==> config.mk <==
export PLATFORM = sky130hd
export DESIGN_NAME = banked_mmu_bus_decoder
export DESIGN_NICKNAME = d
export VERILOG_FILES = /design/src/hw/rtl/bmbd_pkg.sv /design/src/hw/rtl/banked_mmu_bus_decoder.sv
export SDC_FILE = /design/constraint.sdc
export NUM_CORES = 1
export LEC_CHECK = 0
export ABC_CLOCK_PERIOD_IN_PS = 7900
export BUFFER_PORTS_ARGS = -buffer_cell sky130_fd_sc_hd__buf_2
export CORE_ASPECT_RATIO = 1.5
export CORE_UTILIZATION = 44
export CTS_CLUSTER_SIZE = 28
export DETAILED_ROUTE_END_ITERATION = 8
export GPL_TIMING_DRIVEN = 1
export PLACE_DENSITY = 0.68
export SYNTH_ARGS = -nofsm -noshare
export SYNTH_HDL_FRONTEND = slang
export SYNTH_SLANG_ARGS = --single-unit
==> constraint.sdc <==
create_clock -name clk -period 7.9 [get_ports clk]
set_input_delay 2.37 -clock clk [delete_from_list [all_inputs] [get_ports clk]]
set_output_delay 2.37 -clock clk [all_outputs]
set_load 0.01 [all_outputs]
==> src/hw/rtl/bmbd_pkg.sv <==
// ----------------------------------------------------------------------------
// bmbd_pkg
// Shared types and constants of the banked bus decoder: target codes, map
// codes, write case codes of the control area and address boundaries.
// ----------------------------------------------------------------------------
package bmbd_pkg;

	localparam int unsigned CpuAddrW  = 16;
	localparam int unsigned PhysAddrW = 18;
	localparam int unsigned RamTopW   = 19;
	localparam int unsigned RegIdxW   = 4;
	localparam int unsigned ByteW     = 8;
	localparam int unsigned PaddrW    = 3;

	localparam logic [CpuAddrW-1:0] AddrDirectTop = 16'h1000;
	localparam logic [CpuAddrW-1:0] AddrIoBase    = 16'hF800;
	localparam logic [CpuAddrW-1:0] AddrVia2Base  = 16'hF880;
	localparam logic [CpuAddrW-1:0] AddrExpBase   = 16'hF900;
	localparam logic [CpuAddrW-1:0] AddrAciaBase  = 16'hF980;
	localparam logic [CpuAddrW-1:0] AddrRomBase   = 16'hFA00;

	localparam logic [PhysAddrW-1:0] PhysMask    = 18'h3FFFF;
	localparam logic [PhysAddrW-1:0] RomTopBase  = 18'h30000;
	localparam logic [ByteW-1:0]     ExpReadData = 8'hFF;
	localparam logic [ByteW-1:0]     AciaReadData = 8'h00;

	localparam logic [RamTopW-1:0] RamTopReset = 19'd131072;

	// register byte addresses
	localparam logic [PaddrW-1:0] RegAddrRamTop = 3'd0;

	typedef enum logic [2:0] {
		TGT_MEM   = 3'd0,
		TGT_VIA1  = 3'd1,
		TGT_VIA2  = 3'd2,
		TGT_LCD   = 3'd3,
		TGT_CONST = 3'd4,
		TGT_IGN   = 3'd5,
		TGT_DROP  = 3'd6,
		TGT_TEST  = 3'd7
	} target_t;

	typedef enum logic [1:0] {
		MAP_IDENT = 2'd0,
		MAP_BANKS = 2'd1,
		MAP_ROM   = 2'd2
	} map_t;

	// write cases of the control area, one per 128-byte slice
	localparam logic [3:0] WC_VIA1     = 4'd0;
	localparam logic [3:0] WC_VIA2     = 4'd1;
	localparam logic [3:0] WC_SEL_ROM  = 4'd4;
	localparam logic [3:0] WC_SEL_BANK = 4'd5;
	localparam logic [3:0] WC_SEL_ID   = 4'd6;
	localparam logic [3:0] WC_RESTORE  = 4'd7;
	localparam logic [3:0] WC_SAVE     = 4'd8;
	localparam logic [3:0] WC_TEST     = 4'd9;
	localparam logic [3:0] WC_BANK0    = 4'd10;
	localparam logic [3:0] WC_BANK1    = 4'd11;
	localparam logic [3:0] WC_BANK2    = 4'd12;
	localparam logic [3:0] WC_BANK3    = 4'd13;
	localparam logic [3:0] WC_ROMSLOT  = 4'd14;
	localparam logic [3:0] WC_LCD      = 4'd15;

endpackage

==> src/hw/rtl/banked_mmu_bus_decoder.sv <==
// ----------------------------------------------------------------------------
// banked_mmu_bus_decoder
// Decodes one CPU bus beat per cycle unless stalled: address translation
// through the bank maps, I/O routing and control writes that change the map.
// ----------------------------------------------------------------------------
//
//  channel  dir  handshake            payload
//  s_*      in   s_tvalid / s_tready  tdata: cpu_addr, wdata; tuser: func
//  m_*      out  m_tvalid / m_tready  tdata: mem_addr, reg_index, const_data,
//                                     out_data; tuser: target, mem_write
//  apb      in   psel / penable       ram_top at byte address 0
//
//  From acceptance to result a beat passes the input register, then decode
//  logic into the result register. One beat is accepted every cycle.
//  Map state changes as a beat leaves the input register, so the next beat
//  decodes under the new map. A stalled result holds both stages; s_tready
//  drops only while the result register is full and not taken.
//  Reset clears maps, offsets and both valid flags and sets ram_top to 128K.
//
module banked_mmu_bus_decoder (
	input  logic        clk,
	input  logic        arst_n,
	input  logic        s_tvalid,
	output logic        s_tready,
	input  logic [23:0] s_tdata,   // [15:0] cpu_addr, [23:16] wdata
	input  logic [0:0]  s_tuser,   // [0] func
	output logic        m_tvalid,
	input  logic        m_tready,
	output logic [39:0] m_tdata,   // [17:0] mem_addr, [21:18] reg_index,
	                               // [29:22] const_data, [37:30] out_data, zero
	output logic [3:0]  m_tuser,   // [2:0] target, [3] mem_write
	input  logic        psel,
	input  logic        penable,
	input  logic        pwrite,
	input  logic [bmbd_pkg::PaddrW-1:0] paddr,
	input  logic [31:0] pwdata,
	output logic [31:0] prdata,
	output logic        pready
);
	import bmbd_pkg::*;

	// configuration and mapping state
	logic [RamTopW-1:0] ram_top_q;
	logic [ByteW-1:0]   bank_offset_q [4];
	logic [ByteW-1:0]   rom_slot1_q;
	map_t               cur_map_q;
	map_t               saved_map_q;

	// input stage
	logic                v_s1;
	logic                wr_s1;
	logic [CpuAddrW-1:0] addr_s1;
	logic [ByteW-1:0]    wdata_s1;

	// result stage
	logic                 v_s2;
	target_t              tgt_s2;
	logic [PhysAddrW-1:0] pa_s2;
	logic [RegIdxW-1:0]   reg_s2;
	logic                 mw_s2;
	logic [ByteW-1:0]     cd_s2;
	logic [ByteW-1:0]     od_s2;

	logic adv_s2, adv_s1, in_fire, cfg_wr;

	assign adv_s2   = !v_s2 || m_tready;
	assign adv_s1   = v_s1 && adv_s2;
	assign s_tready = !v_s1 || adv_s2;
	assign in_fire  = s_tvalid && s_tready;

	assign pready = 1'b1;
	assign cfg_wr = psel && penable && pwrite && pready;
	assign prdata = (paddr == RegAddrRamTop) ? {{(32-RamTopW){1'b0}}, ram_top_q} : 32'd0;

	// ---------------- decode ----------------
	logic [1:0]           win;
	logic [PhysAddrW-1:0] win_off;
	logic [PhysAddrW-1:0] xlat;
	logic [3:0]           wcase;
	logic                 ctl_wr;
	target_t              tgt_d;
	logic [PhysAddrW-1:0] pa_d;
	logic [RegIdxW-1:0]   reg_d;
	logic                 mw_d;
	logic [ByteW-1:0]     cd_d;

	assign win   = addr_s1[15:14];
	assign wcase = addr_s1[10:7];
	assign ctl_wr = wr_s1 && (addr_s1 >= AddrIoBase);

	always_comb begin
		unique case (cur_map_q)
			MAP_BANKS: win_off = {bank_offset_q[win], 10'd0};
			MAP_ROM: begin
				if (win == 2'd0)
					win_off = '0;
				else if (win == 2'd1)
					win_off = {rom_slot1_q, 10'd0};
				else
					win_off = RomTopBase;
			end
			default: win_off = '0;
		endcase
	end

	assign xlat = (win_off + {{(PhysAddrW-CpuAddrW){1'b0}}, addr_s1}) & PhysMask;

	always_comb begin
		tgt_d = TGT_IGN;
		pa_d  = '0;
		reg_d = '0;
		mw_d  = 1'b0;
		cd_d  = '0;
		if (!wr_s1) begin
			priority if (addr_s1 < AddrDirectTop) begin
				tgt_d = TGT_MEM;
				pa_d  = {{(PhysAddrW-CpuAddrW){1'b0}}, addr_s1};
			end else if (addr_s1 < AddrIoBase) begin
				tgt_d = TGT_MEM;
				pa_d  = xlat;
			end else if (addr_s1 >= AddrRomBase) begin
				tgt_d = TGT_MEM;
				pa_d  = {{(PhysAddrW-CpuAddrW){1'b0}}, addr_s1} | RomTopBase;
			end else if (addr_s1 >= AddrAciaBase) begin
				tgt_d = TGT_CONST;
				cd_d  = AciaReadData;
			end else if (addr_s1 >= AddrExpBase) begin
				tgt_d = TGT_CONST;
				cd_d  = ExpReadData;
			end else if (addr_s1 >= AddrVia2Base) begin
				tgt_d = TGT_VIA2;
				reg_d = addr_s1[3:0];
			end else begin
				tgt_d = TGT_VIA1;
				reg_d = addr_s1[3:0];
			end
		end else if (addr_s1 < AddrDirectTop) begin
			tgt_d = TGT_MEM;
			pa_d  = {{(PhysAddrW-CpuAddrW){1'b0}}, addr_s1};
			mw_d  = 1'b1;
		end else if (ctl_wr) begin
			unique case (wcase)
				WC_VIA1: begin
					tgt_d = TGT_VIA1;
					reg_d = addr_s1[3:0];
				end
				WC_VIA2: begin
					tgt_d = TGT_VIA2;
					reg_d = addr_s1[3:0];
				end
				WC_TEST: tgt_d = TGT_TEST;
				WC_LCD: begin
					tgt_d = TGT_LCD;
					reg_d = {2'b00, addr_s1[1:0]};
				end
				default: tgt_d = TGT_IGN;
			endcase
		end else begin
			pa_d = xlat;
			if ({1'b0, xlat} < ram_top_q) begin
				tgt_d = TGT_MEM;
				mw_d  = 1'b1;
			end else begin
				tgt_d = TGT_DROP;
			end
		end
	end

	// ---------------- state ----------------
	always_ff @(posedge clk or negedge arst_n) begin
		if (!arst_n) begin
			ram_top_q        <= RamTopReset;
			bank_offset_q[0] <= '0;
			bank_offset_q[1] <= '0;
			bank_offset_q[2] <= '0;
			bank_offset_q[3] <= '0;
			rom_slot1_q      <= '0;
			cur_map_q        <= MAP_IDENT;
			saved_map_q      <= MAP_IDENT;
		end else begin
			if (cfg_wr && paddr == RegAddrRamTop)
				ram_top_q <= pwdata[RamTopW-1:0];
			// commit control writes as the beat leaves the input stage
			if (adv_s1 && ctl_wr) begin
				unique case (wcase)
					WC_SEL_ROM:  cur_map_q <= MAP_ROM;
					WC_SEL_BANK: cur_map_q <= MAP_BANKS;
					WC_SEL_ID:   cur_map_q <= MAP_IDENT;
					WC_RESTORE:  cur_map_q <= saved_map_q;
					WC_SAVE:     saved_map_q <= cur_map_q;
					WC_BANK0:    bank_offset_q[0] <= wdata_s1;
					WC_BANK1:    bank_offset_q[1] <= wdata_s1;
					WC_BANK2:    bank_offset_q[2] <= wdata_s1;
					WC_BANK3:    bank_offset_q[3] <= wdata_s1;
					WC_ROMSLOT:  rom_slot1_q <= wdata_s1;
					default: ;
				endcase
			end
		end
	end

	// ---------------- pipeline ----------------
	always_ff @(posedge clk or negedge arst_n) begin
		if (!arst_n) begin
			v_s1 <= 1'b0;
			v_s2 <= 1'b0;
		end else begin
			if (s_tready)
				v_s1 <= s_tvalid;
			if (adv_s2)
				v_s2 <= v_s1;
		end
	end

	always_ff @(posedge clk) begin
		if (in_fire) begin
			wr_s1    <= s_tuser[0];
			addr_s1  <= s_tdata[15:0];
			wdata_s1 <= s_tdata[23:16];
		end
		if (adv_s1) begin
			tgt_s2 <= tgt_d;
			pa_s2  <= pa_d;
			reg_s2 <= reg_d;
			mw_s2  <= mw_d;
			cd_s2  <= cd_d;
			od_s2  <= wr_s1 ? wdata_s1 : '0;
		end
	end

	assign m_tvalid = v_s2;
	assign m_tdata  = {2'b00, od_s2, cd_s2, reg_s2, pa_s2};
	assign m_tuser  = {mw_s2, tgt_s2};

`ifndef NO_ASSERTIONS
	a_stall_only_when_full: assert property (@(posedge clk) disable iff (!arst_n)
		!s_tready |-> (m_tvalid && !m_tready))
		else $error("input stalled while result stage can move");

	a_mw_is_mem: assert property (@(posedge clk) disable iff (!arst_n)
		(m_tvalid && m_tuser[3]) |-> (m_tuser[2:0] == TGT_MEM))
		else $error("memory write flagged for non-memory target");

	a_hold_on_stall: assert property (@(posedge clk) disable iff (!arst_n)
		(m_tvalid && !m_tready) |=> (m_tvalid && $stable(m_tdata) && $stable(m_tuser)))
		else $error("stalled result changed");

	a_map_frozen_on_stall: assert property (@(posedge clk) disable iff (!arst_n)
		(v_s1 && !adv_s2) |=> ($stable(cur_map_q) && $stable(saved_map_q)))
		else $error("map changed while beat held in input stage");
`endif

endmodule
==> out/results.txt, run 1 <==
DIE AREA - 14300 µm²
Row count - 52
Final Cell Area - 7300 µm²
Fin Clk Skew - 0.00783 ns
WHS Endpoint - m_tvalid
Layout cells sized above 1 - 34.6%
CTS buffer count - 17
Crit path kind - in2out
Failing checks - design-rule violations
Initial antenna violation count - 0
Synth Cell Area - 6100 µm²
Synth Warn # - 0
CTS Buffer Depth - 2
Peak VDD IR - 0.000134 V
GP Congestion - 0.819
Synth async-reset ratio - 52.0%
RSZ-0062 raised after global routing - false
Synth unique cells - 54
# DRC - 15
Critical path arrival - 3.65 ns
Hold Path Origin - v_s1
Max-cap violations - 0
Vias per cell - 5.17
CTS H-tree depth - 4
CTS sink cnt - 125
Crit Path Max Fanout - 11
Leading cell types in the layout, fill and taps excluded - buf_2, dfrtp_1, edfxtp_1
Post-Route WL - 13000 µm
Cells after Synth - 483
Fillers - 1168
Worst skew pair latency - 0.41 ns
Fmax - 166 MHz
Overflow after GRT - 0
Reg2Reg Depth - 17
Port Buffers - 116
Total Nets Final - 689
Placeable Area - 13500 µm²
Synth-to-Final Area Change - 19.7%
Reg-to-reg endpoint - tgt_s2[2]
Hold Vio Cnt, Final - 0
DRT Pass-1 Iters - 6
Fin. max-slew vios - 0
Inserted Diodes - 0
Seq/Total Area, Yosys - 56.2%
Slowest stage delay, CP - 0.65 ns
Number of global-route vias before repair - 4158
Post-CTS sizing - 0
Top delay family on crit path - simple AND/OR/NAND/NOR gates
ANT nets after route - 0
Global-route wire length before repair - 20900 µm
Clock slew at reported path FFs - 0.06 ns
Power per Cell Area - 237 nW/µm²
EDFF count, synth - 60
Most common cell after layout, fill and taps aside - buf_2
Worst Setup End Kind - output port
Post-route setup TNS - 0 ns
Crit-path cells - buf_2 -> nor3_1 -> buf_4 -> and2_1 -> buf_2
WHS Path Cells - 1
IO Pins - 146
Slew @ Worst Pin - 1.05 ns
Hold Crit Class - reg2reg
Final Cycle Share - 76.2%
Largest net degree at the start of global routing - 66
Yosys reg bits - 125
Slowest cell on crit path - nor3_1
Via count - 3989
Prevailing post-synth register cell - dfrtp_1
Crit start category - primary input
RR Startpoint - addr_s1[14]
Global-route usage over all layers - 19.2%
Placed wire-length estimate - 9330 µm
Routed WL per cell - 16.8 µm
P_leak - 3.40 nW
CTS tree - yes
Syn avg cell area - 12.6 µm²
Hold-fix buffers at CTS - 0
Most frequent CP cell - buf_2
Die Wd - 98.1 µm
Tmin final - 6.02 ns
Worst rel slew slack - 29.6%
Top post-synthesis cells by area - edfxtp_1, dfrtp_1, mux2_2, ha_1, and2_1
Critical Path RT - 5.53 ns
Initial Utilization - 45.1%
Top cell type's share of synthesized area - 29.5%
Die height - 146 µm
WP buf/inv - 3
Synth area leader - edfxtp_1
Post CTS Setup Buffer Count - 0
Status - finished with violations
Final setup vio count - 0
CTS root buf - clkbuf_16
DRT iter0 DRCs - 163
Placement Cell Area - 6720 µm²
R2R Setup Slk - 3.25 ns
metrics by stage:
| step | total power, W | std cells | hold WS [ns] | setup slack (ns) | util, % |
|---|---|---|---|---|---|
| after global placement | 0.000964 | 739 | 0.467 | 1.89 | 49.6 |
| final | 0.00173 | 771 | 0.491 | 1.88 | 54.0 |
| after global routing | 0.00180 | 771 | 0.514 | 1.72 | 54.0 |
| after detailed placement | 0.000974 | 739 | 0.488 | 1.85 | 49.6 |
| after floorplan | 0.000900 | 497 | 0.449 | 2.35 | - |
| after CTS | 0.00175 | 771 | 0.500 | 1.84 | 54.0 |
metal layers:
| layer | GRT usage (%) | up-vias | share of wire [%] |
|---|---|---|---|
| met5 | 0 | - | 0 |
| met4 | 6.14 | 0 | 1.1 |
| met3 | 4.40 | 12 | 4.0 |
| met2 | 35.7 | 100 | 55 |
| met1 | 21.3 | 1962 | 40 |
| li1 | - | 1915 | - |
synth_stat cells, types with 2 or more instances:
cell and number:
a22oi_1 8, dfrtp_1 64, o21bai_1 2, nor3_1 4
or2_2 2, mux4_2 7, nand4_1 2, or3_1 2
o21ai_0 30, buf_2 2, nand2_1 30, xnor2_1 3
clkbuf_1 14, nand4b_1 2, a21o_1 7, nand3_2 2
and2_1 39, buf_4 24, nand3_1 5, mux2_2 36
nor4_1 2, nor2_1 19, ha_1 25, mux2_4 8
conb_1 2, o2bb2ai_1 2, xor2_1 3, edfxtp_1 60
inv_1 25, nor3_4 3, nand2b_1 6, a21oi_1 18
a211oi_1 2, and3_1 3
worst max-delay path by stage:
stage,from,endpoint,slack [ns],depth (start not counted)
floorplan,paddr[1],prdata[10],2.35,4
global route,paddr[1],prdata[5],1.72,5
finish,paddr[1],prdata[3],1.88,5
detailed placement,paddr[1],prdata[3],1.85,5
CTS,paddr[1],prdata[3],1.84,5
global placement,paddr[1],prdata[0],1.89,5
flip-flops by register name, indices dropped and copies added (netlist names):
name and flops:
od_s2 8, cd_s2 1, mw_s2 1, pa_s2 18, rom_slot1_q 8, v_s1 1, cur_map_q 2, m_tvalid 1
bank_offset_q 32, wdata_s1 8, reg_s2 4, saved_map_q 2, ram_top_q 19, wr_s1 1, tgt_s2 3, addr_s1 16
kinds of logic (layout without fill, tap and decap cells):
group | Yosys count | after routing | share of synthesized area (%)
adder cells (fa/ha/maj) | 26 | 26 | 5.46
flip-flops | 125 | 125 | 56.2
AO/OA/AOI/OAI | 77 | 77 | 7.61
other | 2 | 16 | 0.123
multiplexers | 53 | 53 | 11.8
buffers and inverters | 66 | 178 | 5.70
XOR/XNOR | 6 | 6 | 0.862
AND/OR/NAND/NOR | 128 | 128 | 12.2
final cells by class:
class                      count  area [µm²]  area share [%]
clock buffer                  20         437            5.98
clock inverter                12         146            2.00
inverter                      25        93.8            1.29
multi-input combinational    306        2370            32.5
sequential                   125        3430            47.0
tap                          162         203            2.78
timing repair buffer         121         618            8.46
power breakdown:
part           leakage [nW]  switching [W]  total (W)  internal [W]
combinational          1.70       0.000106   0.000181     0.0000756
sequential             1.43      0.0000364   0.000777      0.000741
clock                 0.273       0.000280   0.000772      0.000492
total                  3.40       0.000422    0.00173       0.00131
Note: power is estimated with default switching activity, not from simulation.
==> run 2: changes to the inputs <==
Settings changed: ABC_AREA from default to 1, ABC_CLOCK_PERIOD_IN_PS 7900 to 6200, PLACE_DENSITY 0.68 to 0.67.
Clock period 7.9 ns to 6.2 ns, I/O delays scaled along.
==> out/results.txt, run 2 <==
Status - complete, no violations
Fillers - 1236
CTS sink cnt - 125
Max-cap violations - 0
CTS H-tree depth - 4
Worst rel slew slack - 20.8%
Leading cell types in the layout, fill and taps excluded - nand2_1, buf_2, inv_1
Commonest cells in the netlist - nand2_1, inv_1, dfrtp_1
RSZ-0062 raised after global routing - false
Worst skew pair latency - 0.41 ns
Cells after Synth - 657
Syn avg cell area - 9.42 µm²
DRT iter0 DRCs - 182
Total Nets Final - 860
Top-count cell post-synth - nand2_1
IO Pins - 146
Most common cell after layout, fill and taps aside - nand2_1
Combinational Power Share - 13.7%
Crit path kind - in2out
Simple-gate portion of the synthesized area - 17.5%
Hold-fix buffers at CTS - 0
Vias per cell - 5.00
Peak VDD IR - 0.000170 V
Global-route wire length before repair - 22600 µm
DIE AREA - 14600 µm²
Mux contribution to synthesized area - 0.182%
Switch Pwr - 0.000616 W
Synth Cell Area - 6190 µm²
Post CTS Setup Buffer Count - 0
Final setup vio count - 0
Row count - 52
Top cell type's share of synthesized area - 29.1%
Placed cells - 910
Slowest cell on crit path - or3_1
Inserted Diodes - 0
CTS Buffer Depth - 2
Slowest stage delay, CP - 0.66 ns
Post-Synth XOR/XNOR Area - 0.566%
Port Buffers - 116
Via count - 4706
Max FFs per register - 32
Tmin final - 4.81 ns
Hold Vio Cnt, Final - 0
ANT nets after route - 0
Overflow after GRT - 0
Initial antenna violation count - 0
Crit start category - primary input
CTS tree - yes
Fin Clk Skew - 0.00843 ns
Routed WL per cell - 14.7 µm
Largest Register - bank_offset_q
CTS buffer count - 17
Critical Path RT - 4.34 ns
Post-route setup TNS - 0 ns
Clock slew at reported path FFs - 0.05 ns
Largest regs - bank_offset_q: 32 flops, ram_top_q: 19 flops, pa_s2: 18 flops
Number of global-route vias before repair - 4873
Critical path arrival - 2.95 ns
Seq/Total Area, Yosys - 55.4%
GP Congestion - 0.843
Largest family of logic cells by synthesized area - simple AND/OR/NAND/NOR gates
Post-CTS sizing - 0
Die Wd - 98.9 µm
DRT Pass-1 Iters - 5
Placeable Area - 13600 µm²
P_leak - 3.62 nW
Synth Warn # - 0
Synth async-reset ratio - 52.0%
Worst Setup End Kind - output port
Fin. max-slew vios - 0
Synth area leader - edfxtp_1
Setup WS post-layout - 1.39 ns
Slew @ Worst Pin - 1.19 ns
Final Cycle Share - 77.5%
Post-Synth Adder-Cell Area - 5.38%
Post-Route WL - 13800 µm
Die height - 147 µm
Synth unique cells - 42
Crit-path cells - buf_2 -> or3_1 -> nor2_1 -> buf_2
Post-route insts no fill - 942
Reg power frac - 43.1%
Clock Power Share - 43.2%
Cell internal pwr - 0.00171 W
EDFF count, synth - 60
Layout cells sized above 1 - 22.1%
Initial Utilization - 45.5%
Crit Path Max Fanout - 20
# DRC - 0
Power per Cell Area - 316 nW/µm²
Prevailing post-synth register cell - dfrtp_1
Placed wire-length estimate - 10200 µm
Hold Crit Class - reg2reg
CTS root buf - clkbuf_16
Synth-to-Final Area Change - 18.7%
Global-route usage over all layers - 19.9%
Top post-synthesis cells by area - edfxtp_1, dfrtp_1, nand2_1, ha_1, inv_1
Sw frac - 26.5%
Fmax - 208 MHz
Synth Area in Compound Gates - 10.9%
Largest net degree at the start of global routing - 66
Pre-CTS WS - 1.37 ns
Most frequent CP cell - buf_2
Yosys reg bits - 125
==> run 2: path summary, 6_finish.rpt <==
path / from / slack (ns) / to / cells past startpoint
hold / removal: bank_offset_q[23] / 0.48 / bank_offset_q[23] / 2
setup / recovery: paddr[1] / 1.39 / prdata[0] / 4
setup reg to reg: addr_s1[15] / 2.08 / tgt_s2[1] / 20
min in group asynchronous: arst_n / 1.62 / ram_top_q[11] / 2
max in group asynchronous: arst_n / 4.02 / bank_offset_q[17] / 2
hold reg to reg: bank_offset_q[23] / 0.48 / bank_offset_q[23] / 2
==> run 2: per-stage QoR <==
| step | util, % | power (W) | hold WS, ns | area (µm²) |
|---|---|---|---|---|
| after floorplan | - | 0.00122 | 0.448 | 6240 |
| after CTS | 54.0 | 0.00235 | 0.483 | 7350 |
| after detailed placement | 49.6 | 0.00134 | 0.469 | 6750 |
| after global placement | 49.6 | 0.00133 | 0.465 | 6750 |
| final | 54.0 | 0.00232 | 0.482 | 7350 |
| after global routing | 54.0 | 0.00243 | 0.500 | 7350 |
==> run 2: routing by layer <==
layer / up-vias / global-route usage, % / wire [µm]
li1: 2341 / - / -
met1: 2210 / 20.9 / 5510
met2: 132 / 37.9 / 7610
met3: 23 / 4.14 / 521
met4: 0 / 8.13 / 201
met5: - / 0 / 0
==> run 2: power by group through the flow <==
stage	Combinational (W)	Sequential [W]	Clock [W]
detailed placement	0.000321	0.00102	0
global placement	0.000311	0.00102	0
finish	0.000319	0.00100	0.00100
CTS	0.000324	0.00100	0.00102
floorplan	0.000202	0.00102	0
global route	0.000361	0.00101	0.00106
==> run 2: critical path, delay by kind of cell <==
kind	cells	cell delay (ns)
buffers and inverters	2	0.24
and+or+nand+nor	2	0.85
==> run 2: logic make-up after synthesis <==
group                    count (synthesis)
XOR/XNOR                                 4
buffers and inverters                  126
AO/OA/AOI/OAI                          124
AND/OR/NAND/NOR                        249
adder cells (fa/ha/maj)                 26
multiplexers                             1
flip-flops                             125
other                                    2
==> run 2: area by class of cell <==
| type | instances | area, µm² | area share (%) |
|---|---|---|---|
| clock inverters | 13 | 166 | 2.26 |
| well taps | 162 | 203 | 2.76 |
| inverters | 85 | 322 | 4.38 |
| clock buffers | 19 | 433 | 5.89 |
| flip-flops and latches | 125 | 3430 | 46.7 |
| multi-input cells | 420 | 2200 | 29.9 |
| repair buffers | 118 | 596 | 8.10 |
